`src/q2e_pkg.sv`:
```
`default_nettype none
// ----------------------------------------------------------------------------
// q2e_pkg
// Shared widths, types and the arctangent table for the quaternion to Euler
// angle unit.
// ----------------------------------------------------------------------------
package q2e_pkg;

  localparam int CordicStagesDef = 16;

  localparam int QW      = 16;  // quaternion component width
  localparam int PROD_W  = 32;  // Q4.28 product
  localparam int SUM_W   = 34;  // doubled sum of products
  localparam int S_W     = 30;  // saturated asin argument
  localparam int CW      = 44;  // CORDIC vector width
  localparam int AW      = 34;  // binary angle width, 2^32 per turn
  localparam int SQ_W    = 58;  // square root radicand
  localparam int RT_W    = 29;  // square root result
  localparam int SQRT_CELLS = RT_W;
  localparam int PRE_SHIFT  = 8;
  localparam int OW      = 16;  // roll and yaw width
  localparam int PW      = 15;  // pitch width

  localparam logic signed [AW-1:0]    ANGLE_QUARTER = 34'sd1073741824;
  localparam logic signed [SUM_W-1:0] UNIT_Q28      = 34'sd268435456;
  localparam logic [SQ_W-1:0]         UNIT_SQ       = 58'd72057594037927936;
  localparam int RollLimit  = 23040;
  localparam int PitchLimit = 11520;

  typedef struct packed {
    logic signed [CW-1:0] x;
    logic signed [CW-1:0] y;
    logic signed [AW-1:0] ang;
    logic                 zero;
  } cvec_t;

  typedef struct packed {
    logic signed [SUM_W-1:0] rn;
    logic signed [SUM_W-1:0] rd;
    logic signed [SUM_W-1:0] yn;
    logic signed [SUM_W-1:0] yd;
    logic signed [S_W-1:0]   s;
  } carry_t;

  function automatic logic [31:0] atan_entry(input logic [4:0] i);
    logic [31:0] v;
    case (i)
      5'd0:  v = 32'h20000000;
      5'd1:  v = 32'h12E4051E;
      5'd2:  v = 32'h09FB385B;
      5'd3:  v = 32'h051111D4;
      5'd4:  v = 32'h028B0D43;
      5'd5:  v = 32'h0145D7E1;
      5'd6:  v = 32'h00A2F61E;
      5'd7:  v = 32'h00517C55;
      5'd8:  v = 32'h0028BE53;
      5'd9:  v = 32'h00145F2F;
      5'd10: v = 32'h000A2F98;
      5'd11: v = 32'h000517CC;
      5'd12: v = 32'h00028BE6;
      5'd13: v = 32'h000145F3;
      5'd14: v = 32'h0000A2FA;
      5'd15: v = 32'h0000517D;
      5'd16: v = 32'h000028BE;
      5'd17: v = 32'h0000145F;
      5'd18: v = 32'h00000A30;
      5'd19: v = 32'h00000518;
      5'd20: v = 32'h0000028C;
      5'd21: v = 32'h00000146;
      5'd22: v = 32'h000000A3;
      5'd23: v = 32'h00000051;
      5'd24: v = 32'h00000029;
      5'd25: v = 32'h00000014;
      5'd26: v = 32'h0000000A;
      5'd27: v = 32'h00000005;
      5'd28: v = 32'h00000003;
      5'd29: v = 32'h00000001;
      5'd30: v = 32'h00000001;
      default: v = 32'h00000000;
    endcase
    return v;
  endfunction

endpackage
`default_nettype wire

```
`src/q2e_prerot.sv`:
```
`default_nettype none
// ----------------------------------------------------------------------------
// q2e_prerot
// Quarter-turn pre-rotation into the right half-plane; marks a zero vector.
// ----------------------------------------------------------------------------
module q2e_prerot import q2e_pkg::*; (
  input  wire logic                 clk,
  input  wire logic signed [CW-1:0] x_in,
  input  wire logic signed [CW-1:0] y_in,
  output      cvec_t                vec_out
);

  always_ff @(posedge clk) begin
    vec_out.zero <= (x_in == '0) && (y_in == '0);
    if (x_in[CW-1]) begin
      if (!y_in[CW-1]) begin
        vec_out.x   <= y_in;
        vec_out.y   <= -x_in;
        vec_out.ang <= ANGLE_QUARTER;
      end else begin
        vec_out.x   <= -y_in;
        vec_out.y   <= x_in;
        vec_out.ang <= -ANGLE_QUARTER;
      end
    end else begin
      vec_out.x   <= x_in;
      vec_out.y   <= y_in;
      vec_out.ang <= '0;
    end
  end

endmodule
`default_nettype wire

```
`config.mk`:
```
export PLATFORM = sky130hd
export DESIGN_NAME = q2e_prerot
export DESIGN_NICKNAME = d
export VERILOG_FILES = /design/src/q2e_pkg.sv /design/src/q2e_prerot.sv
export SDC_FILE = /design/constraint.sdc
export NUM_CORES = 1
export LEC_CHECK = 0
export ABC_AREA = 1
export BUFFER_PORTS_ARGS = -buffer_cell sky130_fd_sc_hd__buf_2
export CORE_ASPECT_RATIO = 0.75
export CORE_MARGIN = 3
export CORE_UTILIZATION = 35
export DETAILED_ROUTE_END_ITERATION = 10
export GPL_TIMING_DRIVEN = 1
export PLACE_DENSITY = 0.69
export RECOVER_POWER = 100
export SLEW_MARGIN = 10
export SYNTH_ARGS = -nofsm -noshare
export SYNTH_HDL_FRONTEND = slang
export SYNTH_SLANG_ARGS = --single-unit
```
`constraint.sdc`:
```
create_clock -name clk -period 1.5 [get_ports clk]
set_input_delay 0.15 -clock clk [delete_from_list [all_inputs] [get_ports clk]]
set_output_delay 0.15 -clock clk [all_outputs]
set_load 0.01 [all_outputs]
```
### Word level (Yosys, flattened, before mapping)

Cells that the tools add are included.

* add/subtract/negate cells: 2
* muxes and demuxes: 2
* reductions and logical operators: 4

Operators with widths (count)
* $mux 121: 2
* $logic_not 44->1: 2
* $neg 44->44: 2
* $reduce_and 2->1: 1
* $logic_and 1x1->1: 1

* output and inout bits: 123
* bits in registers: 123
* logic and storage cells: 13

### Depth between registers and ports, before layout

* word-level depth: 3
* mapped depth: 12
* mapped depth without buffers: 12

### Worst setup path after synthesis

Ideal clock, no wire load.

* path type: input-to-reg
* from: input port y_in[0]
* to: register vec_out[113] (netlist bit)
* path buffers: 0
* stages on the path: 9
* data required time: 1.371 ns
* setup slack: 0.220 ns
* arrival: 1.152 ns
* path through: inv_1 -> ha_1 -> nand3_1 -> nor2_1 -> nand2_1 -> nand2_1 -> nand4_1 -> nand3_1 -> o21ai_0

* cells in the longest elaborated chain, start to end: 3

Ends and longest elaborated chain
* start, declared: line q2e_prerot.sv:9 `input wire logic signed [CW-1:0] y_in,`
* $neg 44->44: line q2e_prerot.sv:21 `vec_out.x <= -y_in;`
* $mux 121: line q2e_prerot.sv:16 `if (!y_in[CW-1]) begin`
* $mux 121: line q2e_prerot.sv:15 `if (x_in[CW-1]) begin`
* end, declared: line q2e_prerot.sv:10 `output cvec_t vec_out`

No other way between the ends.
A chain may end at the register's enable or synchronous reset.

### Worst setup path in the final report

* from: input port x_in[1]
* to: register vec_out[69] (netlist bit)

* cells in the longest elaborated chain, start to end: 3

Ends and longest elaborated chain
* start, declared: line q2e_prerot.sv:8 `input wire logic signed [CW-1:0] x_in,`
* $neg 44->44: line q2e_prerot.sv:18 `vec_out.y <= -x_in;`
* $mux 121: line q2e_prerot.sv:16
* $mux 121: line q2e_prerot.sv:15

No other way between the ends.

==> impl_metrics.py <==
metrics = {
    "status": {
        "outcome": "finished, final reports clean",
    },
    "global_routing": {
        "grt_remaining_overflow": 0,
        "grt_pass1_wl_um": 34240,
        "antenna_found_initial": 0,
        "grt_pass1_vias": 6216,
        "grt_max_degree": 73,
        "grt_usage": 0.2483,
    },
    "sta": {
        "period_needed_ps": 1462,
        "tightest_slew_ps": 1030,
        "rsz0062_at_grt": "false",
        "fmaxAchievable_mhz": 684.1,
        "final_hold_viol_count": 0,
        "setup_viol": 0,
        "relSlewSlack": 0.3136,
        "finalCritPeriodShare": 0.9745,
        "slew_viol_final": 0,
        "final.setup.tns_ps": 0,
    },
    "logic_synthesis": {
        "synth_edf_count": 0,
        "ys_async_sr_fraction": 0,
        "yosysSeqAreaShare": 0.3204,
        "netlist_instances": 902,
        "synth_ff_type": "dfxtp_1",
        "syn_area_um2": 5687,
        "synth_cell_types": 33,
        "ys_seq_elements": 91,
        "syn_avg_cell_area_um2": 6.305,
        "synth_warnings": 0,
    },
    "clock_tree": {
        "clock-sinks": 91,
        "cts_root_buf": "clkbuf_16",
        "clock_path_buffers": 2,
        "htree_num_levels": 3,
        "cts_buffers": 9,
        "cts_tree": "done",
        "holdBufCountCts": 0,
        "clk_pin_slew_worst_paths_ps": 70,
    },
    "pwr": {
        "ir_drop_mv": 0.4471,
        "p_total_mw": 6.701,
        "p_leak_nw": 3.637,
        "pwr_density_cell_nw_per_um2": 885.1,
    },
    "route": {
        "via_per_inst": 5.030,
        "wl_per_cell_um": 16.51,
        "wl_um": 22740,
        "drc": 0,
        "via_count": 6926,
        "postRouteAntennaNets": 0,
        "initialDrtViolationCount": 692,
        "drtPass1Iterations": 6,
    },
    "finish": {
        "stdcell_count": 1377,
        "fin_nets": 1258,
        "reg_top3": "vec_out x91",
        "largest_reg_flops": 91,
        "antenna_cells": 0,
        "max_flop_register": "vec_out",
        "fin_util": 0.4864,
        "fillers": 1682,
        "seq_area_um2": 1822,
        "area_delta_synth_final_pct": 33.14,
        "design_area_um2": 7571,
        "drive_above_1_share": 0.1886,
        "multi_input_area_um2": 3296,
    },
    "die": {
        "die_x_um": 153.2,
        "die_h_um": 116.4,
        "ios": 212,
        "initial_core_util": 0.3653,
        "core_um2": 15570,
        "dieArea_um2": 17830,
        "rows": 39,
    },
    "critical_path": {
        "critPathMaxFanout": 6,
        "critPathArrivalTime_ps": 1710,
        "start_kind": "primary input",
        "worstSetupEndpointType": "register",
        "required_ps": 1750,
        "crit_type": "in -> reg",
    },
    "placed_design": {
        "place_area_um2": 7438,
        "port_buffers": 181,
        "gp_congestion": 0.9926,
        "dp_cells": 1361,
        "dp_hpwl_um": 18220,
    },
    "min_path": {
        "hold_class": "in -> reg",
    },
    "flow_run": {
        "cap_viol_max_count": 0,
    },
}
[timing repair]
item	CTS	global route
gates resized for setup	0	1
setup buffers	0	0
setup endpoints to repair	0	1
[final cells by class]
class	count	share of cell area
Tap cell	205	0.03388
Sequential cell	91	0.2406
Clock inverter	7	0.009916
Multi-Input combinational cell	706	0.4353
Clock buffer	9	0.02975
Timing Repair Buffer	286	0.2143
Inverter	73	0.03619
[per-stage QoR]
stage,setup slack [ps],hold slack (ps)
floorplan,219.7,177.7
global placement,-180.2,379.6
detailed placement,-193.9,380.9
CTS,185.8,14.04
global route,10.14,24.15
finish,38.30,18.47
[placed cells by master, fill, tap and decap left out, types with 3 or more instances in the layout]
cell / n
a21oi_1: 3
a31oi_1: 3
buf_12: 6
buf_2: 85
buf_4: 81
clkbuf_1: 101
clkbuf_16: 9
clkbuf_2: 3
clkbuf_4: 10
clkinvlp_4: 3
conb_1: 30
dfxtp_1: 91
inv_1: 71
nand2_1: 257
nand2_2: 6
nand3_1: 109
nand3b_1: 4
nand4_1: 34
nor2_1: 114
nor2_2: 4
nor2_4: 3
o211ai_1: 3
o21ai_0: 77
o21ai_1: 10
o21ai_2: 4
o22ai_1: 3
xnor2_1: 6
xor2_1: 27
[worst paths after layout]
path,endpoint,startpoint,cells past startpoint
setup / recovery,vec_out[69]$_DFF_P_,x_in[1],11
hold / removal,vec_out[43]$_DFF_P_,y_in[8],3
[report_power, final]
part	switching (mW)	internal (mW)	total, mW
Combinational	1.04	0.592	1.64
Sequential	0.0692	2.64	2.71
Clock	1.06	1.30	2.36
[cells in the mapped netlist (2+ instances only)]
cell type	number	area (um2)
a21oi_1	3	15.01
a31oi_1	3	18.77
and2_1	2	12.51
buf_1	2	7.510
buf_2	9	45.04
buf_4	34	255.2
buf_6	2	22.52
clkbuf_1	14	52.55
dfxtp_1	91	1822
ha_1	2	25.02
inv_1	72	270.3
nand2_1	255	957.2
nand2_2	8	50.05
nand3_1	108	540.5
nand3b_1	4	30.03
nand4_1	34	212.7
nor2_1	113	424.2
nor2_2	4	25.02
nor2_4	4	45.04
nor3_1	2	10.01
o211ai_1	3	22.52
o21ai_0	70	350.3
o21ai_1	16	80.08
o21ai_2	5	43.79
o22ai_1	3	18.77
xnor2_1	6	52.55
xor2_1	27	236.5
[worst max-delay path, cell delays in order]
cell,delay (ps)
buf_2,110
inv_1,60
ha_1,160
nand2_1,80
nor2_2,220
nand2_1,110
o21ai_0,160
clkbuf_2,260
nand4_1,150
nand3_1,170
nand2_1,70
[layer usage]
metal | share of wire | global-route usage | wire length (um)
met2 | 0.39 | 0.3490 | 8885
met4 | 0.021 | 0.06884 | 473
met1 | 0.46 | 0.3525 | 10500
met5 | 0 | 0 | 0
met3 | 0.13 | 0.09704 | 2876
[kinds of logic after synthesis]
| logic type | Yosys count | share of synthesized area |
|---|---|---|
| AND/OR/NAND/NOR | 537 | 0.4103 |
| buffers and inverters | 134 | 0.1155 |
| adder cells (fa/ha/maj) | 2 | 0.004400 |
| XOR/XNOR | 33 | 0.05083 |
| flip-flops | 91 | 0.3204 |
| other | 1 | 0.0006594 |
| AO/OA/AOI/OAI | 104 | 0.09791 |
Power figures use the tool's default switching activity.
