File: src/q2e_pkg.sv
`default_nettype none
// ----------------------------------------------------------------------------
// q2e_pkg
// Shared widths, types and the arctangent table for the quaternion to Euler
// angle unit.
// ----------------------------------------------------------------------------
package q2e_pkg;

  localparam int CordicStagesDef = 16;

  localparam int QW      = 16;  // quaternion component width
  localparam int PROD_W  = 32;  // Q4.28 product
  localparam int SUM_W   = 34;  // doubled sum of products
  localparam int S_W     = 30;  // saturated asin argument
  localparam int CW      = 44;  // CORDIC vector width
  localparam int AW      = 34;  // binary angle width, 2^32 per turn
  localparam int SQ_W    = 58;  // square root radicand
  localparam int RT_W    = 29;  // square root result
  localparam int SQRT_CELLS = RT_W;
  localparam int PRE_SHIFT  = 8;
  localparam int OW      = 16;  // roll and yaw width
  localparam int PW      = 15;  // pitch width

  localparam logic signed [AW-1:0]    ANGLE_QUARTER = 34'sd1073741824;
  localparam logic signed [SUM_W-1:0] UNIT_Q28      = 34'sd268435456;
  localparam logic [SQ_W-1:0]         UNIT_SQ       = 58'd72057594037927936;
  localparam int RollLimit  = 23040;
  localparam int PitchLimit = 11520;

  typedef struct packed {
    logic signed [CW-1:0] x;
    logic signed [CW-1:0] y;
    logic signed [AW-1:0] ang;
    logic                 zero;
  } cvec_t;

  typedef struct packed {
    logic signed [SUM_W-1:0] rn;
    logic signed [SUM_W-1:0] rd;
    logic signed [SUM_W-1:0] yn;
    logic signed [SUM_W-1:0] yd;
    logic signed [S_W-1:0]   s;
  } carry_t;

  function automatic logic [31:0] atan_entry(input logic [4:0] i);
    logic [31:0] v;
    case (i)
      5'd0:  v = 32'h20000000;
      5'd1:  v = 32'h12E4051E;
      5'd2:  v = 32'h09FB385B;
      5'd3:  v = 32'h051111D4;
      5'd4:  v = 32'h028B0D43;
      5'd5:  v = 32'h0145D7E1;
      5'd6:  v = 32'h00A2F61E;
      5'd7:  v = 32'h00517C55;
      5'd8:  v = 32'h0028BE53;
      5'd9:  v = 32'h00145F2F;
      5'd10: v = 32'h000A2F98;
      5'd11: v = 32'h000517CC;
      5'd12: v = 32'h00028BE6;
      5'd13: v = 32'h000145F3;
      5'd14: v = 32'h0000A2FA;
      5'd15: v = 32'h0000517D;
      5'd16: v = 32'h000028BE;
      5'd17: v = 32'h0000145F;
      5'd18: v = 32'h00000A30;
      5'd19: v = 32'h00000518;
      5'd20: v = 32'h0000028C;
      5'd21: v = 32'h00000146;
      5'd22: v = 32'h000000A3;
      5'd23: v = 32'h00000051;
      5'd24: v = 32'h00000029;
      5'd25: v = 32'h00000014;
      5'd26: v = 32'h0000000A;
      5'd27: v = 32'h00000005;
      5'd28: v = 32'h00000003;
      5'd29: v = 32'h00000001;
      5'd30: v = 32'h00000001;
      default: v = 32'h00000000;
    endcase
    return v;
  endfunction

endpackage
`default_nettype wire

File: src/q2e_sqrt_cell.sv
`default_nettype none
// ----------------------------------------------------------------------------
// q2e_sqrt_cell
// One result bit of the digit-by-digit integer square root.
// ----------------------------------------------------------------------------
module q2e_sqrt_cell import q2e_pkg::*; #(
  parameter int K = 0
) (
  input  wire logic            clk,
  input  wire logic [SQ_W-1:0] rem_in,
  input  wire logic [RT_W-1:0] root_in,
  input  wire carry_t          carry_in,
  output      logic [SQ_W-1:0] rem_out,
  output      logic [RT_W-1:0] root_out,
  output      carry_t          carry_out
);

  logic [SQ_W+1:0] trial;

  // trial = (2*root + 2^K) * 2^K
  assign trial = ({{(SQ_W+2-RT_W){1'b0}}, root_in} << (K+1))
               + ((SQ_W+2)'(1) << (2*K));

  always_ff @(posedge clk) begin
    if ({2'b00, rem_in} >= trial) begin
      rem_out  <= rem_in - trial[SQ_W-1:0];
      root_out <= root_in | (RT_W'(1) << K);
    end else begin
      rem_out  <= rem_in;
      root_out <= root_in;
    end
    carry_out <= carry_in;
  end

endmodule
`default_nettype wire

File: config.mk
export PLATFORM = sky130hd
export DESIGN_NAME = q2e_sqrt_cell
export DESIGN_NICKNAME = d
export VERILOG_FILES = /design/src/q2e_pkg.sv /design/src/q2e_sqrt_cell.sv
export SDC_FILE = /design/constraint.sdc
export NUM_CORES = 1
export LEC_CHECK = 0
export BUFFER_PORTS_ARGS = -buffer_cell sky130_fd_sc_hd__clkbuf_2
export CORE_AREA = 3 3 196 198
export CTS_CLUSTER_SIZE = 12
export DETAILED_ROUTE_END_ITERATION = 10
export DIE_AREA = 0 0 199 201
export GPL_ROUTABILITY_DRIVEN = 0
export PLACE_DENSITY_LB_ADDON = 0.05
export SETUP_SLACK_MARGIN = 0.2
export SLEW_MARGIN = 20
export SYNTH_ARGS = -nofsm -noshare
export SYNTH_HDL_FRONTEND = slang
export SYNTH_SLANG_ARGS = --single-unit
File: constraint.sdc
create_clock -name clk -period 3.9 [get_ports clk]
set_input_delay 0.78 -clock clk [delete_from_list [all_inputs] [get_ports clk]]
set_output_delay 0.78 -clock clk [all_outputs]
set_load 0.01 [all_outputs]
Word-level counts from Yosys, hierarchy flattened
Cells that the tools add are included.
{"block": "word_totals", "reg_bits": 253, "inputBits": 254, "out_inout_bits": 253}
{"block": "classes", "add_sub_neg": 2, "n_lt_le_gt_ge": 1, "n_mux": 1}
{"cell": "58-bit by 31-bit greater-or-equal comparator with 1-bit output", "count": 1}
{"cell": "58-bit two-way mux", "count": 1}
{"cell": "58-bit by 31-bit subtractor with 58-bit output", "count": 1}
{"cell": "30-bit by 1-bit adder with 31-bit output, second input constant", "count": 1}

Logic depth before layout (Yosys ltp)
Gate-level depths: netlist (run 1).
{"block": "depth", "ltp_word": 3, "depth_mapped": 13, "depth_no_buf": 10}

Worst setup path before layout (run 1)
Ideal clock, no wire load.
{"block": "synth_path", "kind": "input port to flip-flop", "startpoint": "input root_in[11]", "endpoint": "register rem_out[57]", "setup_ns": 0.118, "arrival_ns": 2.943, "required_ns": 3.782, "setup_slack_ns": 0.839, "path_stages": 11, "path_buffers": 1, "cell_sequence": "inv_1 > ha_1 > clkbuf_1 > nand4_1 > or4_1 > nor2_1 > nand4_1 > and3_4 > a21oi_1 > nand4b_1 > xnor2_1"}
{"block": "synth_via", "elab_chain_cells": 3}
{"item": "start, declared", "line_no": "q2e_sqrt_cell.sv:11", "source": "input wire logic [RT_W-1:0] root_in,"}
{"item": "30-bit by 1-bit adder with 31-bit output (*)", "line_no": "q2e_sqrt_cell.sv:22", "source": "+ ((SQ_W+2)'(1) << (2*K));"}
{"item": "58-bit by 31-bit subtractor with 58-bit output / 58-bit by 31-bit greater-or-equal comparator with 1-bit output (equally long branches)", "line_no": "q2e_sqrt_cell.sv:26, q2e_sqrt_cell.sv:25"}
{"item": "58-bit two-way mux (*)", "line_no": "q2e_sqrt_cell.sv:25", "source": "if ({2'b00, rem_in} >= trial) begin"}
{"item": "end signal, assigned", "line_no": "q2e_sqrt_cell.sv:26", "source": "rem_out <= rem_in - trial[SQ_W-1:0];"}
{"item": "end signal, assigned", "line_no": "q2e_sqrt_cell.sv:29", "source": "rem_out <= rem_in;"}
{"item": "end, declared", "line_no": "q2e_sqrt_cell.sv:13", "source": "output logic [SQ_W-1:0] rem_out,"}
Every way passes the cells marked *; elsewhere a longest branch is shown, timed or not.
A chain may end at the register's enable or synchronous reset.

Worst setup path after layout (run 1)
{"block": "layout_path", "startpoint": "input root_in[2]", "endpoint": "register rem_out[49]"}
Same word-level chain as after synthesis.

==> impl_metrics.csv, run 1 <==
group,metric,value,unit
status,status,"finished, final reports clean",
run,cap_violations,0,
synth,synth_edf_count,0,
synth,yosys_register_bits,253,
clock_tree,postCtsSetupBuffers,0,
floorplan,boundaryPins,507,
floorplan,core_region_area,36700,µm²
setup_path,start_kind,"input pin",
layout,n_fill_cell,3898,
hold_path,hold_class,"in2reg",
grt,grt_antenna_before_repair,2,
timing,rsz0062_at_grt,"false",
synth,synth_top_family_by_area,"simple AND/OR/NAND/NOR gates",
timing,fin_crit,3220,ps
floorplan,design.die.area,40000,µm²
synth,synth_xor_area_frac,0.0612,
synth,synth-simple-area-share,0.122,
drt,drt-total-wl,32.1,mm
setup_path,slowest_stage,"o31ai_1",
power_and_ir_drop,power.clock.fraction,0.424,
synth,muxShareOfSynthArea,0.00562,
clock_tree,cts_tree,"yes",
grt,grt_busiest_layer,"met2",
placement,io_buffers,506,
layout,syn2layout_area_growth,51.5,%
synth,syn_nets,1011,
clock_tree,htree_levels,1,
grt,grt_pass1_wl,46.1,mm
power_and_ir_drop,pwr-share-comb,0.137,
synth,yosys_warnings,0,
timing,tns,0,ps
power_and_ir_drop,ir_drop,0.000255,V
clock_tree,cts.sinks,253,
floorplan,dieHeight,201,µm
synth,yosys_most_used_dff,"dfxtp_1",
timing,worst_slew_pin_slew,754,ps
grt,overflow,0,
clock_tree,cts_resized,0,
timing,slew_headroom,0.484,
hold_path,worstHoldPathCells,1,
power_and_ir_drop,leakagePower,6.04,nW
layout,final_nets,1544,
power_and_ir_drop,p_sw,1.65,mW
floorplan,die_w,199,µm
setup_path,worstPathMaxFanout,6,
setup_path,critPathArrivalTime,3690,ps
clock_tree,cts_buffer_depth,3,
drt,ant_nets,0,
setup_path,crit_type,"in2reg",
synth,post_synth.cell_area_avg,11.0,µm²
grt,use_met3,0.0388,
drt,first_pass_iters,5,
setup_path,crit_path_cell_trace,"clkbuf_2 > inv_1 > ha_1 > and3_1 > a221oi_1 > buf_4 > o32ai_1 > o22ai_1 > o31ai_1 > inv_1 > a31o_2 > o21ai_1",
setup_path,required,4380,ps
power_and_ir_drop,p_int,4.80,mW
power_and_ir_drop,power.total,6.45,mW
timing,setup_viol,0,
grt,grt_start_max_net_pins,23,
hold_path,hp-start,"carry_in[122]",
drt,drtIter0Drc,171,
clock_tree,numCtsBuffers,30,
timing,fin_crit_sh,0.825,
synth,synth_compound_area_frac,0.0948,
power_and_ir_drop,seqPwrFrac,0.439,
floorplan,start_util,0.218,
placement,place_hpwl,27.4,mm
drt,viasPerCell,4.04,
placement,placement.cell_area,11200,µm²
power_and_ir_drop,p_sw_frac,0.256,
clock_tree,clk_pin_slew,60,ps
timing,finalMaxSlewViolations,0,
synth,netlist_area,8010,µm²
synth,seq_area_frac_synth,0.632,
grt,grt_pass1_vias,7218,
hold_path,min_to,"carry_out[122]$_DFF_P_",
setup_path,critPathCaptureType,"register",
setup_path,cpPeakStageDelay,610,ps
drt,drcViolationCount,0,
grt,met2_usage,0.293,
grt,grt.met1_usage,0.160,
power_and_ir_drop,p_per_area,532,nW/µm²
layout,design_area,12100,µm²
grt,grt_usage,0.153,
clock_tree,cts-hold-fix-buffers,0,
synth,synthAdderAreaFrac,0.0494,
setup_path,cp_common_cell,"inv_1",
drt,detail_route.wl_per_cell,18.3,µm
layout,multiInputGateArea,2670,µm²
clock_tree,cts_root_buf,"clkbuf_16",
synth,ys_types,57,
synth,syn_inst,726,
layout,seq_area,5060,µm²
layout,drive_gt1_frac,0.460,
floorplan,rows,70,
drt,via_count,7068,
timing,finalHoldViolCount,0,
synth,ys_async_sr_fraction,0,
timing,max_clock_freq,311,MHz
-- worst max-delay path: cells and delay by family --
kind	cells	cell delay [ps]
adders and majority gates	1	360
buffers and inverters	4	560
and+or+nand+nor	1	230
AOI/OAI and AO/OA	6	1760
-- state kept, by name, summed over array words and instances (netlist names) --
| register | count |
|---|---|
| carry_out | 166 |
| rem_out | 58 |
| root_out | 29 |
-- cell families after synthesis --
family,count (synthesis)
AO/OA/AOI/OAI,129
buffers and inverters,63
multiplexers,3
AND/OR/NAND/NOR,191
XOR/XNOR,56
adder cells (fa/ha/maj),31
flip-flops,253
-- synth_stat cells (all sizes together), types with 2 or more instances --
cell | n | area, µm²
nand4b | 2 | 17.5
buf | 8 | 65.1
nor2 | 60 | 225
ha | 30 | 375
nor3 | 18 | 90.1
or4 | 3 | 26.3
or2 | 5 | 31.3
a21oi | 66 | 330
xnor2 | 25 | 219
nand4 | 16 | 100
a21boi | 3 | 22.5
a21o | 8 | 60.1
nand2b | 6 | 37.5
and3 | 5 | 36.3
nor4 | 11 | 90.1
o211ai | 3 | 22.5
nand3 | 12 | 72.6
a31oi | 3 | 18.8
o21bai | 4 | 30.0
mux2 | 3 | 45.0
or3 | 6 | 37.5
nor3b | 3 | 27.5
o31ai | 3 | 22.5
nand2 | 40 | 153
o21ai | 24 | 124
clkbuf | 13 | 52.6
dfxtp | 253 | 5060
o22a | 2 | 17.5
inv | 42 | 158
o21a | 2 | 15.0
xor2 | 31 | 272
o22ai | 2 | 12.5
-- area by class of cell --
class                      instances  share of cell area
clock inverter                    15              0.0116
clock buffer                      38              0.0686
antenna                            2            0.000413
timing repair buffer             522               0.221
inverter                          42              0.0130
sequential                       253               0.417
tap                              468              0.0483
multi-input combinational        410               0.220
-- power groups by stage --
stage                     clock network, mW  logic, mW  registers, mW
after CTS                              2.86      0.909           2.83
final                                  2.74      0.881           2.83
after global routing                   2.96      0.977           2.85
after floorplan                           0      0.310           2.99
after global placement                    0      0.912           2.89
after detailed placement                  0      0.904           2.89
-- worst max-delay path by stage --
stage                      from             endpoint  slack [ps]
floorplan           root_in[11]  rem_out[57]$_DFF_P_         840
CTS                  root_in[1]  rem_out[49]$_DFF_P_         790
detailed placement   root_in[1]  rem_out[49]$_DFF_P_         200
global route         root_in[1]  rem_out[49]$_DFF_P_         560
finish               root_in[2]  rem_out[49]$_DFF_P_         680
global placement     root_in[1]  rem_out[55]$_DFF_P_         210
-- per-layer routing --
layer | share of wire | up-vias
met3 | 0.074 | 43
met4 | 0.027 | 0
met5 | 0 | -
met1 | 0.36 | 3211
li1 | - | 3545
met2 | 0.54 | 269
-- metrics by stage --
step | util | instances | setup WS (ps) | hold WS (ps)
floorplan | - | 726 | 839 | 808
global placement | 0.304 | 1695 | 214 | 882
detailed placement | 0.304 | 1695 | 198 | 884
CTS | 0.330 | 1748 | 789 | 281
global route | 0.331 | 1750 | 556 | 284
finish | 0.331 | 1750 | 684 | 326
-- cell usage in the layout, fill, tap and decap left out, drive strengths merged, types with 2 or more instances in the layout --
cell type	count
buf	16
o21bai	4
nor3	18
o21a	2
diode	2
dfxtp	253
and3	5
inv	43
clkbuf	544
nor4	11
nor2	60
nand4b	2
nand2b	6
nor3b	3
o31ai	3
o22a	2
or2	5
a21oi	66
or4	3
clkinv	10
a31oi	3
nand2	40
o22ai	2
o21ai	24
or3	6
bufinv	2
a21boi	3
clkinvlp	2
o211ai	3
nand3	12
ha	30
mux2	3
nand4	16
xnor2	25
xor2	31
a21o	8
Power figures use the tool's default switching activity.
==> run 2, diff against run 1 <==
- ABC_AREA: not set -> 1
- clock period: 3.9 -> 2.99 ns (I/O delays scaled with it)
==> impl_metrics.csv, run 2 <==
group,metric,value,unit
drt,detail_route.wl_per_cell,18.5,µm
layout,reg.largest.list,"carry_out: 166 flops, rem_out: 58 flops, root_out: 29 flops",
drt,first_pass_iters,5,
synth,yosys_warnings,0,
drt,viasPerCell,4.20,
setup_path,critPathCaptureType,"register",
clock_tree,cts_resized,0,
placement,place_hpwl,35.9,mm
setup_path,required,3460,ps
floorplan,design.die.area,40000,µm²
layout,drive_gt1_frac,0.351,
floorplan,die_w,199,µm
drt,drt-total-wl,41.6,mm
timing,max_clock_freq,445,MHz
drt,ant_nets,0,
timing,slew_headroom,0.684,
synth,syn_inst,1217,
timing,finalHoldViolCount,0,
power_and_ir_drop,p_sw,2.35,mW
layout,final_core_util,0.371,
drt,wl_met2,20.9,mm
synth,ys_async_sr_fraction,0,
clock_tree,htree_levels,1,
layout,layout_commonest_cell,"clkbuf_2",
floorplan,dieHeight,201,µm
placement,dp_slack,176,ps
synth,seq_area_frac_synth,0.532,
drt,drcViolationCount,0,
clock_tree,cts.sinks,253,
setup_path,cpPeakStageDelay,400,ps
clock_tree,numCtsBuffers,29,
hold_path,hp-start,"carry_in[89]",
timing,rsz0062_at_grt,"false",
synth,synthTopCellsByArea,"dfxtp_1 53%, nand2_1 16%, inv_1 7.0%",
floorplan,boundaryPins,507,
synth,netlist_area,9520,µm²
drt,route.met3.wl,2.95,mm
clock_tree,cts_buffer_depth,3,
grt,grt_pass1_wl,59.9,mm
grt,overflow,0,
layout,final_cell_mix,"506 x clkbuf_2, 411 x nand2_1, 253 x dfxtp_1",
synth,yosys.area.top_type_share,0.532,
grt,grt_pass1_vias,9430,
status,status,"finished, final reports clean",
clock_tree,cts_tree,"yes",
floorplan,start_util,0.259,
timing,setup_ws,745,ps
power_and_ir_drop,pwr-share-comb,0.161,
synth,synth_common_cells,"411 x nand2_1, 253 x dfxtp_1, 178 x inv_1",
power_and_ir_drop,leakagePower,7.45,nW
layout,regMostFlops,"carry_out",
synth,synth_edf_count,0,
timing,fin_crit_sh,0.751,
placement,placement.cell_area,12700,µm²
drt,routed.top_layer,"met5",
floorplan,core_region_area,36700,µm²
synth,yosys_most_used_dff,"dfxtp_1",
timing,worst_slew_pin_slew,471,ps
clock_tree,cts_root_buf,"clkbuf_16",
setup_path,crit_path_cell_trace,"clkbuf_2 > inv_1 > fa_1 > inv_1 > nand3_1 > nand3_1 > nand2_1 > nand2_1 > inv_1 > o21bai_1 > nand2_1 > nand2_1 > nand2_1 > a21oi_2",
setup_path,crit_type,"in2reg",
drt,via_count,9456,
setup_path,critPathArrivalTime,2720,ps
run,cap_violations,0,
synth,syn_nets,1502,
grt,grt_start_max_net_pins,42,
hold_path,worstHoldPathCells,1,
setup_path,slowest_stage,"fa_1",
drt,wl_met1,16.5,mm
clock_tree,postCtsSetupBuffers,0,
timing,fin_crit,2250,ps
power_and_ir_drop,seqPwrFrac,0.435,
timing,setup_viol,0,
power_and_ir_drop,p_per_area,624,nW/µm²
setup_path,start_kind,"input pin",
power_and_ir_drop,ir_drop,0.000361,V
power_and_ir_drop,power.total,8.51,mW
timing,tns,0,ps
power_and_ir_drop,power.clock.fraction,0.404,
synth,ys_types,32,
setup_path,cp_common_cell,"nand2_1",
grt,grt_usage,0.200,
clock_tree,cts-hold-fix-buffers,0,
grt,grt_antenna_before_repair,10,
layout,final_nets,2043,
layout,design_area,13600,µm²
setup_path,worstPathMaxFanout,5,
synth,post_synth.cell_area_avg,7.82,µm²
power_and_ir_drop,p_sw_frac,0.276,
clock_tree,clk_pin_slew,60,ps
layout,n_fill_cell,3998,
drt,drtIter0Drc,437,
timing,finalMaxSlewViolations,0,
floorplan,rows,70,
hold_path,hold_class,"in2reg",
layout,syn2layout_area_growth,43.1,%
synth,yosys_register_bits,253,
layout,largest_reg_flops,166,
hold_path,min_to,"carry_out[89]$_DFF_P_",
synth,yosysTopAreaCell,"dfxtp_1",
power_and_ir_drop,p_int,6.16,mW
placement,io_buffers,506,
synth,synth_most_common_cell,"nand2_1",
run 2: critical path, delay by kind of cell:
kind,cells,cell delay (ps)
AOI/OAI and AO/OA,2,460
buffers and inverters,4,400
and+or+nand+nor,7,860
adders and majority gates,1,400
run 2: power by group through the flow:
stage                     clock network [mW]  registers (mW)  logic (mW)
after floorplan                            0            3.90       0.514
after global placement                     0            3.78        1.40
after detailed placement                   0            3.78        1.39
after CTS                               3.55            3.71        1.40
after global routing                    3.69            3.72        1.51
final                                   3.44            3.70        1.37
run 2: layout make-up:
class	instances	area, µm²	area share
Clock inverter	8	90.1	0.00661
Inverter	200	751	0.0551
Timing Repair Buffer	521	2670	0.196
Tap cell	468	586	0.0430
Antenna cell	5	12.5	0.000918
Clock buffer	41	831	0.0610
Multi-Input combinational cell	753	3620	0.266
Sequential cell	253	5060	0.372
run 2: how the worst max path moves through the flow:
stage / start / to / slack (ps) / depth (start not counted)
after floorplan: root_in[1] / rem_out[31]$_DFF_P_ / 760 / 16
after global placement: rem_in[0] / rem_out[48]$_DFF_P_ / 150 / 14
after detailed placement: rem_in[0] / rem_out[48]$_DFF_P_ / 180 / 14
after CTS: rem_in[0] / rem_out[48]$_DFF_P_ / 730 / 14
after global routing: rem_in[1] / rem_out[48]$_DFF_P_ / 420 / 14
final: rem_in[0] / rem_out[48]$_DFF_P_ / 740 / 14
run 2: layer usage:
metal	global-route usage	vias up
li1	-	4780
met1	0.229	4253
met2	0.362	345
met3	0.0425	72
met4	0.0723	6
met5	0	-
run 2: cells by family after synthesis:
logic type | after synthesis | synth area share
adders and majority gates | 31 | 0.0415
buffers and inverters | 211 | 0.0877
and+or+nand+nor | 639 | 0.280
xor gates and xnor gates | 27 | 0.0248
DFF | 253 | 0.532
AOI/OAI and AO/OA | 56 | 0.0342
run 2: stage by stage:
step / cells / hold WS (ps)
6_report: 2249 / 128
5_1_grt: 2248 / 98.9
4_1_cts: 2244 / 97.0
3_5_place_dp: 2195 / 702
3_3_place_gp: 2195 / 700
2_1_floorplan: 1217 / 626
