## src/q2e_pkg.sv

```systemverilog
`default_nettype none
// ----------------------------------------------------------------------------
// q2e_pkg
// Shared widths, types and the arctangent table for the quaternion to Euler
// angle unit.
// ----------------------------------------------------------------------------
package q2e_pkg;

  localparam int CordicStagesDef = 16;

  localparam int QW      = 16;  // quaternion component width
  localparam int PROD_W  = 32;  // Q4.28 product
  localparam int SUM_W   = 34;  // doubled sum of products
  localparam int S_W     = 30;  // saturated asin argument
  localparam int CW      = 44;  // CORDIC vector width
  localparam int AW      = 34;  // binary angle width, 2^32 per turn
  localparam int SQ_W    = 58;  // square root radicand
  localparam int RT_W    = 29;  // square root result
  localparam int SQRT_CELLS = RT_W;
  localparam int PRE_SHIFT  = 8;
  localparam int OW      = 16;  // roll and yaw width
  localparam int PW      = 15;  // pitch width

  localparam logic signed [AW-1:0]    ANGLE_QUARTER = 34'sd1073741824;
  localparam logic signed [SUM_W-1:0] UNIT_Q28      = 34'sd268435456;
  localparam logic [SQ_W-1:0]         UNIT_SQ       = 58'd72057594037927936;
  localparam int RollLimit  = 23040;
  localparam int PitchLimit = 11520;

  typedef struct packed {
    logic signed [CW-1:0] x;
    logic signed [CW-1:0] y;
    logic signed [AW-1:0] ang;
    logic                 zero;
  } cvec_t;

  typedef struct packed {
    logic signed [SUM_W-1:0] rn;
    logic signed [SUM_W-1:0] rd;
    logic signed [SUM_W-1:0] yn;
    logic signed [SUM_W-1:0] yd;
    logic signed [S_W-1:0]   s;
  } carry_t;

  function automatic logic [31:0] atan_entry(input logic [4:0] i);
    logic [31:0] v;
    case (i)
      5'd0:  v = 32'h20000000;
      5'd1:  v = 32'h12E4051E;
      5'd2:  v = 32'h09FB385B;
      5'd3:  v = 32'h051111D4;
      5'd4:  v = 32'h028B0D43;
      5'd5:  v = 32'h0145D7E1;
      5'd6:  v = 32'h00A2F61E;
      5'd7:  v = 32'h00517C55;
      5'd8:  v = 32'h0028BE53;
      5'd9:  v = 32'h00145F2F;
      5'd10: v = 32'h000A2F98;
      5'd11: v = 32'h000517CC;
      5'd12: v = 32'h00028BE6;
      5'd13: v = 32'h000145F3;
      5'd14: v = 32'h0000A2FA;
      5'd15: v = 32'h0000517D;
      5'd16: v = 32'h000028BE;
      5'd17: v = 32'h0000145F;
      5'd18: v = 32'h00000A30;
      5'd19: v = 32'h00000518;
      5'd20: v = 32'h0000028C;
      5'd21: v = 32'h00000146;
      5'd22: v = 32'h000000A3;
      5'd23: v = 32'h00000051;
      5'd24: v = 32'h00000029;
      5'd25: v = 32'h00000014;
      5'd26: v = 32'h0000000A;
      5'd27: v = 32'h00000005;
      5'd28: v = 32'h00000003;
      5'd29: v = 32'h00000001;
      5'd30: v = 32'h00000001;
      default: v = 32'h00000000;
    endcase
    return v;
  endfunction

endpackage
`default_nettype wire

```

## src/q2e_deg_conv.sv

```systemverilog
`default_nettype none
// ----------------------------------------------------------------------------
// q2e_deg_conv
// Binary angle to 1/128 degree, rounded half away from zero, saturated.
// ----------------------------------------------------------------------------
module q2e_deg_conv import q2e_pkg::*; #(
  parameter int LIMIT = RollLimit,
  parameter int OUT_W = OW
) (
  input  wire logic                    clk,
  input  wire cvec_t                   vec_in,
  output      logic signed [OUT_W-1:0] deg
);

  logic signed [AW-1:0] ang;
  logic [AW-1:0]        mag;
  logic [AW+5:0]        prod;
  logic                 neg;
  logic [AW+5:0]        rounded;
  logic [16:0]          r;
  logic [16:0]          r_sat;

  assign ang = vec_in.zero ? '0 : vec_in.ang;
  assign mag = ang[AW-1] ? AW'(-ang) : AW'(ang);

  always_ff @(posedge clk) begin
    prod <= {6'b0, mag} * (AW+6)'(45);
    neg  <= ang[AW-1];
  end

  always_comb begin
    rounded = (prod + (AW+6)'(2097152)) >> 22;
    r       = rounded[16:0];
    r_sat   = (r > 17'(LIMIT)) ? 17'(LIMIT) : r;
  end

  always_ff @(posedge clk) begin
    deg <= neg ? OUT_W'(-r_sat) : OUT_W'(r_sat);
  end

endmodule
`default_nettype wire

```

## config.mk

```make
export PLATFORM = sky130hd
export DESIGN_NAME = q2e_deg_conv
export DESIGN_NICKNAME = d
export VERILOG_FILES = /design/src/q2e_pkg.sv /design/src/q2e_deg_conv.sv
export SDC_FILE = /design/constraint.sdc
export NUM_CORES = 1
export LEC_CHECK = 0
export ABC_CLOCK_PERIOD_IN_PS = 14620
export BUFFER_PORTS_ARGS = -buffer_cell sky130_fd_sc_hd__clkbuf_2
export CAP_MARGIN = 20
export CORE_MARGIN = 1.5
export CORE_UTILIZATION = 61
export CTS_CLUSTER_DIAMETER = 80
export DETAILED_ROUTE_END_ITERATION = 6
export PLACE_DENSITY_LB_ADDON = 0.3
export SLEW_MARGIN = 30
export SYNTH_ARGS = -nofsm -noshare
export SYNTH_HDL_FRONTEND = slang
export SYNTH_SLANG_ARGS = --single-unit
export TNS_END_PERCENT = 1
```

## constraint.sdc

```tcl
create_clock -name clk -period 14.62 [get_ports clk]
set_clock_uncertainty 0.05 [all_clocks]
set_input_delay 2.193 -clock clk [delete_from_list [all_inputs] [get_ports clk]]
set_output_delay 2.193 -clock clk [all_outputs]
set_load 0.02 [all_outputs]
```

# ---- Word level (Yosys, flattened, before mapping)
# Cells that the tools add are included.
dict set report op_classes {
  n_lt_le_gt_ge 1
  n_mux 4
  eq_ne 0
  n_shift 0
  reduce_logical 0
  add_sub_neg 3
  div_mod_pow 0
  bitwise 0
  n_mul 1
}
# cell n
set op_table {}
lappend op_table {{2-to-1 mux 34 bit} 2}
lappend op_table {{adder 39 x 22 -> 39 bit, second input constant} 1}
lappend op_table {{multiplier 34 x 6 -> 39 bit, second input constant} 1}
lappend op_table {{negator 34 bit} 1}
lappend op_table {{2-to-1 mux 16 bit} 2}
lappend op_table {{greater-than comparator 17 x 15 -> 1 bit, second input constant} 1}
lappend op_table {{negator 16 bit} 1}
dict set report totals {
  latchBits 0
  inputBits 124
  register_bits 56
  ram_bits 0
  n_memories 0
  elab_cells 12
  mem_bits_ro 0
  out_inout_bits 16
}

# ---- Longest topological paths before layout
# Gate-level depths: netlist of the first run.
dict set report depth {
  depth_word 5
  ltp_mapped 23
  mapped_depth_nobuf 22
}

# ---- Worst setup path after synthesis of the first run
# OpenSTA, ideal clock, no wires.
dict set report synth_timing {
  kind {input to register}
  from {input vec_in[0] (netlist bit)}
  to {register prod[31]}
  stages 22
  setup_time_ps 106
  path_slack_ps 6956
  n_path_buf 1
  arrival_time_ps 7508
  required_time_ps 14464
  path_cell_list {clkbuf_1 inv_1 nand2_1 ha_1 o21ai_0 or3_1 o41ai_1 nand3_1 o21a_1 o22ai_1 ha_1 inv_1 fa_1 fa_1 inv_1 ha_1 and3_1 a311o_1 a21o_1 o21ai_0 or4b_1 o311ai_0}
}
dict set report synth_between {
  elab_chain_cells 4
}
# item line
set synth_rtl {}
lappend synth_rtl {{start: declaration} q2e_deg_conv.sv:11} ;# input wire cvec_t vec_in,
lappend synth_rtl {{2-to-1 mux 34 bit (*)} q2e_deg_conv.sv:23} ;# assign ang = vec_in.zero ? '0 : vec_in.ang;
lappend synth_rtl {{negator 34 bit} q2e_deg_conv.sv:24} ;# assign mag = ang[AW-1] ? AW'(-ang) : AW'(ang);
lappend synth_rtl {{2-to-1 mux 34 bit (*)} q2e_deg_conv.sv:24}
lappend synth_rtl {{multiplier 34 x 6 -> 39 bit (*)} q2e_deg_conv.sv:27} ;# prod <= {6'b0, mag} * (AW+6)'(45);
lappend synth_rtl {{end signal: assignment} q2e_deg_conv.sv:27}
lappend synth_rtl {{end: declaration} q2e_deg_conv.sv:17} ;# logic [AW+5:0] prod;
# Mark *: on every way between the ends. The rest lies on a longest branch, timed or not.

# ---- Worst setup path in the final report of the first run
# Ends and elaborated chain as after synthesis.

==> results of run 1 <==
-- sequential cells by signal, summed over array words and instances, names as in the netlist --
name	cells
deg	16
prod	18
neg	1
-- metal layers --
layer | global-route usage (%) | vias to the layer above | wire, um
met5 | 0 | - | 0
li1 | - | 2638 | -
met3 | 1.684 | 22 | 429
met2 | 44.96 | 151 | 6205
met4 | 6.654 | 0 | 224
met1 | 30.84 | 2399 | 5767
-- logic make-up after synthesis --
logic type | after synthesis | synth area share [%]
AOI/OAI and AO/OA | 132 | 15.09
muxes | 5 | 0.8295
xor gates and xnor gates | 73 | 10.21
and+or+nand+nor | 219 | 17.99
DFF | 35 | 11.06
buffers and inverters | 168 | 10.96
adders and majority gates | 136 | 33.85
-- power by group --
part / switching, mW / leakage, nW / internal, mW
Sequential: 0.0535 / 0.293 / 0.141
Clock: 0.0355 / 0.0402 / 0.0331
Combinational: 0.373 / 2.96 / 0.257
-- critical path, cell delays in order --
cell and delay, ns:
clkbuf_2 0.59, inv_1 0.33, nand2_1 0.16, ha_1 0.20
o21ai_0 0.17, or3_1 0.51, o41ai_1 0.58, nand3_1 0.14
o21a_1 0.14, o22ai_1 0.22, ha_1 0.29, inv_1 0.12
fa_1 0.45, fa_1 0.54, inv_1 0.04, ha_1 0.35
and3_1 0.19, a311o_1 0.34, a21o_1 0.20, o21ai_0 0.37
or4b_1 0.46, o311ai_0 0.12
-- worst max path at each step --
| stage | startpoint | slack, ns | endpoint |
|---|---|---|---|
| 3_3_place_gp | vec_in[0] | 5.86 | prod[31] |
| 3_5_place_dp | vec_in[0] | 5.75 | prod[31] |
| 5_1_grt | vec_in[0] | 5.44 | prod[31] |
| 4_1_cts | vec_in[0] | 6.02 | prod[31] |
| 6_report | vec_in[0] | 5.99 | prod[31] |
| 2_1_floorplan | vec_in[0] | 6.96 | prod[31] |
-- placed cells by master (no fill, tap or decap), types with 6 or more instances in the layout --
cell	count
o31ai_1	11
fa_1	59
xor2_1	43
nand2_1	54
nor3_1	17
clkbuf_2	51
nand2b_1	7
a21oi_1	26
dfxtp_1	35
o21ai_0	23
and3_1	7
o211ai_1	6
o21bai_1	8
or3_1	8
nor2_1	59
ha_1	77
nand3_1	14
nand4_1	8
nor4_1	13
inv_1	146
a21o_1	6
xnor2_1	29
-- metrics by stage --
stage / total power, mW / hold slack, ns / utilization [%] / instance area [um^2]
after floorplan: 0.6995 / 0.5873 / - / 6335
after global placement: 0.7903 / 0.6281 / 64.98 / 6618
after detailed placement: 0.8204 / 0.6488 / 64.98 / 6618
after CTS: 0.8917 / 0.6612 / 65.85 / 6706
after global routing: 0.9918 / 0.7213 / 65.85 / 6706
final: 0.8923 / 0.6722 / 65.85 / 6706
-- final cells by class --
type | count | share of cell area (%)
flip-flops and latches | 35 | 10.45
repair buffers | 51 | 3.806
multi-input cells | 565 | 73.66
well taps | 136 | 2.537
clock inverters | 3 | 0.2985
inverters | 147 | 8.228
clock buffers | 5 | 1.026
==> reports/metrics.cfg, run 1 <==
[synthesis]
yosys-top-cells-count=inv_1 (146), ha_1 (77), fa_1 (59), nor2_1 (59), nand2_1 (54)
synth_edf_count=0
syn_inst=768
netlist_area_um2=6335
synthDistinctLibCells=78
yosys.area.top_type=fa_1
async_flop_share_pct=0
synth_flop_cell=dfxtp_1
ys_ff_latch=35
synth_most_common_cell=inv_1
syn_avg_cell_area_um2=8.248
synthesis.nets=1028
yosys_warnings=0
synth_area_leaders=fa_1 (19%), ha_1 (15%), dfxtp_1 (11%)
ys_seq_area_share_pct=11.06
synth_top_area_share_pct=18.65

[placed_design]
dp_slack_ns=5.747
dp_hpwl_um=11160
gp_congestion=0.8834
dp_cells=934
io_buffers=51

[hold_path]
worstHoldStart=neg
hold_path_class=reg2reg
hold_depth=2
min_to=deg[1]

[timing]
rsz0062_at_grt=no
fmax_ghz=0.1158
tightestPinTransition_ns=0.8058
drv_slew=0
setup_viol=0
worst_slack_ns=5.988
period_needed_ns=8.632
max_slew_margin_pct=46.28
hold_viol_final=0
finalCritPeriodShare_pct=59.04
tns_ns=0

[cts]
clock_sinks=35
cts_resized=0
ctsHoldBuffers=0
cts_setup_buffers=0
clk_latency_ns=0.29
clk_pin_slew_ns=0.08
cts_tree=built
clockBufferDepth=2
htree_num_levels=2
cts_buffers=5
ctsRootBufferMaster=clkbuf_8

[power]
powerDensity_nw_per_um2=133.0
p_leak_nw=3.295
ir_drop_mv=0.07593

[routing]
drt_iter0_markers=241
via_per_inst=5.531
drc=0
first_pass_iters=4
dr_total_vias=5210
drt-total-wl_um=12630
ant_nets=0
post_drt_wl_per_cell_um=13.40

[finish]
syn2layout_area_growth_pct=5.866
multi_input_area_um2=4940
instances_no_fill=942
nets=1065
seqCellArea_um2=700.7
n_fill_cell=841
drive_gt1_share_pct=10.55
diodes=0

[status]
status=finished clean

[die]
design.portCount=140
rows=37
die_area_um2=11010
die_width_um=104.9
core_area_um2=10180
start_util_pct=62.20
die_y_um=104.9

[critical_path]
crit_arrival_ns=8.75
worst_setup_path_end_kind=flip-flop
crit_type=in2reg
rrSetupSlack_ns=10.55
critPathLaunchType=primary input
cp_max_fo=46
worstReg2RegStart=prod[22]
reg2regPathDepth=14
r2r_end=deg[12]
crit_required_ns=14.74

[grt]
antenna_found_initial=0
grt_pass1_vias=5327
grt_use_total_pct=24.48
grt_max_degree=47
grt_overflow=0
grt_pass1_wl_um=22900

[run]
cap_violations=0

No activity file was read; power rests on OpenSTA's default activity.
==> run 2: changes to the inputs <==
Settings changed: ABC_CLOCK_PERIOD_IN_PS 14620 to 7500, CORE_UTILIZATION 61 to 51.
Clock period 14.62 ns to 7.5 ns, I/O delays scaled along.
==> reports/metrics.cfg, run 2 (synthesis results as in run 1) <==
[cts]
htree_num_levels=2  ; unchanged
ctsRootBufferMaster=clkbuf_16
clk_latency_ns=0.27  ; -0.02 ns
ctsHoldBuffers=0  ; unchanged
clk_pin_slew_ns=0.05  ; -0.03 ns
cts_buffers=5  ; unchanged
cts_tree=built
clockBufferDepth=2  ; unchanged
cts_resized=0  ; unchanged
cts_setup_buffers=0  ; unchanged
clock_sinks=35  ; unchanged

[critical_path]
crit_type=in2reg
worst_setup_path_end_kind=flip-flop
cp_max_fo=5  ; -89%
slowest_delay_ns=0.63  ; +0.04 ns
reg2regPathDepth=14  ; unchanged
slowest_stage=o41ai_1
worstPathCellList=clkbuf_2, nor4_2, a21oi_1, or3_1, o41ai_1, nand3_1, o21a_1, o22ai_1, ha_1, inv_1, fa_1, fa_1, inv_1, ha_1, nand3_1, a21oi_1, a311o_1, a21o_1, o21ai_0, or4b_1, o311ai_0
crit_arrival_ns=7.01  ; -1.74 ns
critPathLaunchType=primary input
crit_required_ns=7.62  ; -7.12 ns

[routing]
drc=0  ; unchanged
drt-total-wl_um=12720  ; +0.78%
first_pass_iters=4  ; unchanged
via_per_inst=5.314  ; -3.9%
post_drt_wl_per_cell_um=13.05  ; -2.6%
drt_iter0_markers=228  ; -5.4%
ant_nets=0  ; unchanged
dr_total_vias=5181  ; -0.56%

[grt]
grt_pass1_wl_um=22630  ; -1.2%
grt_pass1_vias=5227  ; -1.9%
grt_overflow=0  ; unchanged
grt_use_total_pct=20.36  ; -4.1 points
antenna_found_initial=0  ; unchanged
grt_max_degree=46  ; -2.1%

[placed_design]
placed_cell_area_um2=6665  ; +0.72%
io_buffers=51  ; unchanged
dp_hpwl_um=11040  ; -1.1%
gp_congestion=0.9521  ; +7.8%

[timing]
rsz0062_at_grt=no
hold_viol_final=0  ; unchanged
setup_viol=0  ; unchanged
tightestPinTransition_ns=0.6983  ; -0.1074 ns
period_needed_ns=6.896
max_slew_margin_pct=53.01  ; +6.7 points
fmax_ghz=0.1450
drv_slew=0  ; unchanged
tns_ns=0  ; unchanged
finalCritPeriodShare_pct=91.94

[die]
rows=40  ; +8.1%
die_y_um=114.5  ; +9.1%
start_util_pct=52.52  ; -9.7 points
design.portCount=140  ; unchanged
core_area_um2=12060  ; +18%
die_area_um2=13100  ; +19%
die_width_um=114.5  ; +9.1%

[finish]
syn2layout_area_growth_pct=7.446
top_regs=prod x18, deg x16, neg x1
final_common_cell=inv_1
largest_register=prod
nets=1066  ; +0.094%
layout_common_cells=inv_1 (146), ha_1 (77), nor2_1 (59), fa_1 (59), nand2_1 (54)
finalInstanceArea_um2=6807  ; +1.5%
diodes=0  ; unchanged
drive_gt1_share_pct=10.53  ; -0.013 points
largest_reg_flops=18  ; unchanged

[power]
p_leak_nw=3.326  ; +0.96%
powerDensity_nw_per_um2=263.6  ; +98%
ir_drop_mv=0.1245  ; +64%

[status]
status=finished clean

[hold_path]
hold_path_class=reg2reg
hold_depth=2  ; unchanged

[run]
cap_violations=0  ; unchanged

-- run 2: changes by cell type in the layout (fill, tap and decap cells not counted) --
cell        delta
clkbuf_1       +1
clkinvlp_4     -1
buf_4          +1
clkbuf_8       -5
clkbuf_16      +5
-- run 2: report_power, final --
group	switching, mW	internal, mW
logic	0.721	0.498
clock network	0.0746	0.122
registers	0.103	0.274
total	0.899	0.895
-- run 2: final timing paths --
kind                   end  slack (ns)      start
setup / recovery  prod[31]        0.60  vec_in[8]
hold / removal      deg[1]        0.66        neg
hold reg to reg     deg[1]        0.66        neg
setup reg to reg   deg[12]        3.44   prod[21]
-- run 2: final cells by class --
cell class | instances | area [um^2]
tap | 168 | 210.2
multi-input combinational | 565 | 4940
clock buffer | 6 | 128.9
inverter | 147 | 551.8
sequential | 35 | 700.7
clock inverter | 2 | 12.51
timing repair buffer | 52 | 262.8
fill | 1090 | 5255
-- run 2: routing by layer --
layer	GRT usage (%)	share of wire, %
met1	27.69	49
met4	4.500	1.5
met2	35.49	47
met3	1.482	2.8
met5	0	0
-- run 2: metrics by stage --
step	instances	utilization, %	total power, mW	hold WS, ns	setup slack [ns]
5_1_grt	975	56.43	1.997	0.7197	0.1844
4_1_cts	975	56.43	1.797	0.6553	0.6739
3_3_place_gp	967	55.26	1.543	0.6277	0.5921
6_report	975	56.43	1.794	0.6639	0.6045
2_1_floorplan	768	-	1.364	0.5873	0.9037
3_5_place_dp	967	55.26	1.592	0.6432	0.4030
-- run 2: worst max-delay path, delay by kind of cell --
family,cells,cell delay (ns)
buf+inv,3,0.29
compound gates,9,2.25
simple gates,5,1.68
fa+ha+maj,4,1.67
==> run 3: changes to the inputs <==
Settings changed: ABC_CLOCK_PERIOD_IN_PS 7500 to 9000, CORE_UTILIZATION 51 to 61.
Clock period 7.5 ns to 9 ns, I/O delays scaled along.
==> reports/metrics.cfg, run 3 (synthesis results as in run 1) <==
[status]
status=finished clean

[grt]
antenna_found_initial=0  ; unchanged
grt_pass1_wl_um=23090  ; +2.0%
grt_use_total_pct=24.84  ; +4.5 points
grt_max_degree=46  ; unchanged
grt_overflow=0  ; unchanged
grt_pass1_vias=5378  ; +2.9%

[power]
ir_drop_mv=0.1172  ; -5.9%
p_switching_mw=0.7469  ; -17%
p_leak_nw=3.306  ; -0.60%
intPower_mw=0.7045  ; -21%
switching_share_pct=51.46  ; +1.3 points
totalPowerFinal_mw=1.451  ; -19%
pwr-share-clk_pct=7.8  ; -3.2 points
pwr-share-comb_pct=70.5  ; +2.5 points
powerDensity_nw_per_um2=216.2  ; -18%
seqPwrFrac_pct=21.8  ; +0.7 points

[hold_path]
hold_path_class=reg2reg
worstHoldStart=neg
hold_depth=2  ; unchanged
min_to=deg[1]

[finish]
finalInstanceArea_um2=6713  ; -1.4%
largest_register=prod
utilization_pct=65.91  ; +9.5 points
instances_no_fill=942  ; -3.4%
largest_reg_flops=18  ; unchanged
n_fill_cell=873  ; -20%
multi_input_area_um2=4940  ; unchanged
seqCellArea_um2=700.7  ; unchanged
syn2layout_area_growth_pct=5.965
final_common_cell=inv_1
top_regs=prod x18, deg x16, neg x1
diodes=0  ; unchanged
drive_gt1_share_pct=10.55  ; +0.013 points
layout_common_cells=inv_1 (146), ha_1 (77), nor2_1 (59), fa_1 (59), nand2_1 (54)
nets=1066  ; unchanged

[die]
core_area_um2=10180  ; -16%
die_y_um=104.9  ; -8.3%
design.portCount=140  ; unchanged
start_util_pct=62.20  ; +9.7 points
die_area_um2=11010  ; -16%
die_width_um=104.9  ; -8.3%
rows=37  ; -7.5%

[cts]
htree_num_levels=2  ; unchanged
ctsHoldBuffers=0  ; unchanged
clk_pin_slew_ns=0.07  ; +0.02 ns
cts_tree=built
cts_setup_buffers=0  ; unchanged
cts_buffers=5  ; unchanged
clock_sinks=35  ; unchanged
clk_latency_ns=0.28  ; about the same
cts_resized=0  ; unchanged
ctsRootBufferMaster=clkbuf_8
clockBufferDepth=2  ; unchanged

[timing]
fmax_ghz=0.1401
max_slew_margin_pct=54.81  ; +1.8 points
worst_slack_ns=1.861  ; +1.257 ns
tns_ns=0  ; unchanged
drv_slew=0  ; unchanged
hold_viol_final=0  ; unchanged
period_needed_ns=7.139
hold_slack_ns=0.6661  ; +0.002274 ns
finalCritPeriodShare_pct=79.32
rsz0062_at_grt=no
setup_viol=0  ; unchanged
tightestPinTransition_ns=0.6692  ; -0.02918 ns

[routing]
dr_total_vias=5257  ; +1.5%
post_drt_wl_per_cell_um=13.68  ; +4.8%
first_pass_iters=5  ; +1
drt_iter0_markers=248  ; +8.8%
drt-total-wl_um=12890  ; +1.3%
drc=0  ; unchanged
ant_nets=0  ; unchanged
via_per_inst=5.581  ; +5.0%

[critical_path]
worstPathCellList=clkbuf_2, nor4_2, a21oi_1, or3_1, o41ai_1, nand3_1, o21a_1, o22ai_1, ha_1, inv_1, fa_1, fa_1, inv_1, ha_1, and3_1, a311o_1, a21o_1, o21ai_0, or4b_1, o311ai_0
cp_max_fo=5  ; unchanged
crit_required_ns=9.12  ; +1.50 ns
critPathLaunchType=primary input
slowest_delay_ns=0.65  ; +0.02 ns
crit_type=in2reg
reg2regPathDepth=14  ; unchanged
r2r_end=deg[12]
rrSetupSlack_ns=4.97  ; +1.53 ns
slowest_stage=o41ai_1
crit_arrival_ns=7.26  ; +0.25 ns
worstReg2RegStart=prod[22]
worst_setup_path_end_kind=flip-flop

[placed_design]
dp_hpwl_um=11310  ; +2.5%
gp_congestion=0.8843  ; -7.1%
placed_cell_area_um2=6625  ; -0.60%
dp_cells=935  ; -3.3%
dp_slack_ns=1.658  ; +1.255 ns
io_buffers=51  ; unchanged

[run]
cap_violations=0  ; unchanged

==> run 3: worst max path at each step <==
stage                     startpoint  endpoint  slack [ns]  depth (start not counted)
final                      vec_in[8]  prod[31]        1.86                         20
after global placement     vec_in[0]  prod[31]        1.85                         20
after CTS                  vec_in[8]  prod[31]        1.93                         20
after detailed placement   vec_in[8]  prod[31]        1.66                         20
after global routing       vec_in[8]  prod[31]        1.40                         21
after floorplan            vec_in[0]  prod[31]        2.18                         22
==> run 3: worst max-delay path, delay by kind of cell <==
family,cells,cell delay [ns]
AOI/OAI and AO/OA,8,2.20
and+or+nand+nor,5,1.78
adders and majority gates,4,1.63
buffers and inverters,3,0.29
==> run 3: layout make-up <==
| cell class | count | share of cell area, % |
|---|---|---|
| clock buffers | 6 | 1.230 |
| clock inverters | 1 | 0.07456 |
| inverters | 147 | 8.220 |
| multi-input cells | 565 | 73.59 |
| flip-flops and latches | 35 | 10.44 |
| well taps | 136 | 2.535 |
| repair buffers | 52 | 3.914 |
==> run 3: routing by layer <==
layer,vias up,track usage (%),wire length (um)
met5,-,0,0
met3,21,1.747,430
met2,130,45.47,6381
met4,0,7.534,238
li1,2655,-,-
met1,2451,31.06,5837
==> run 3: power by group through the flow <==
stage | Clock [mW] | Combinational [mW] | Sequential [mW]
CTS | 0.114 | 1.02 | 0.314
global route | 0.120 | 1.17 | 0.326
detailed placement | 0 | 1.02 | 0.318
finish | 0.112 | 1.02 | 0.316
floorplan | 0 | 0.832 | 0.305
global placement | 0 | 0.971 | 0.313
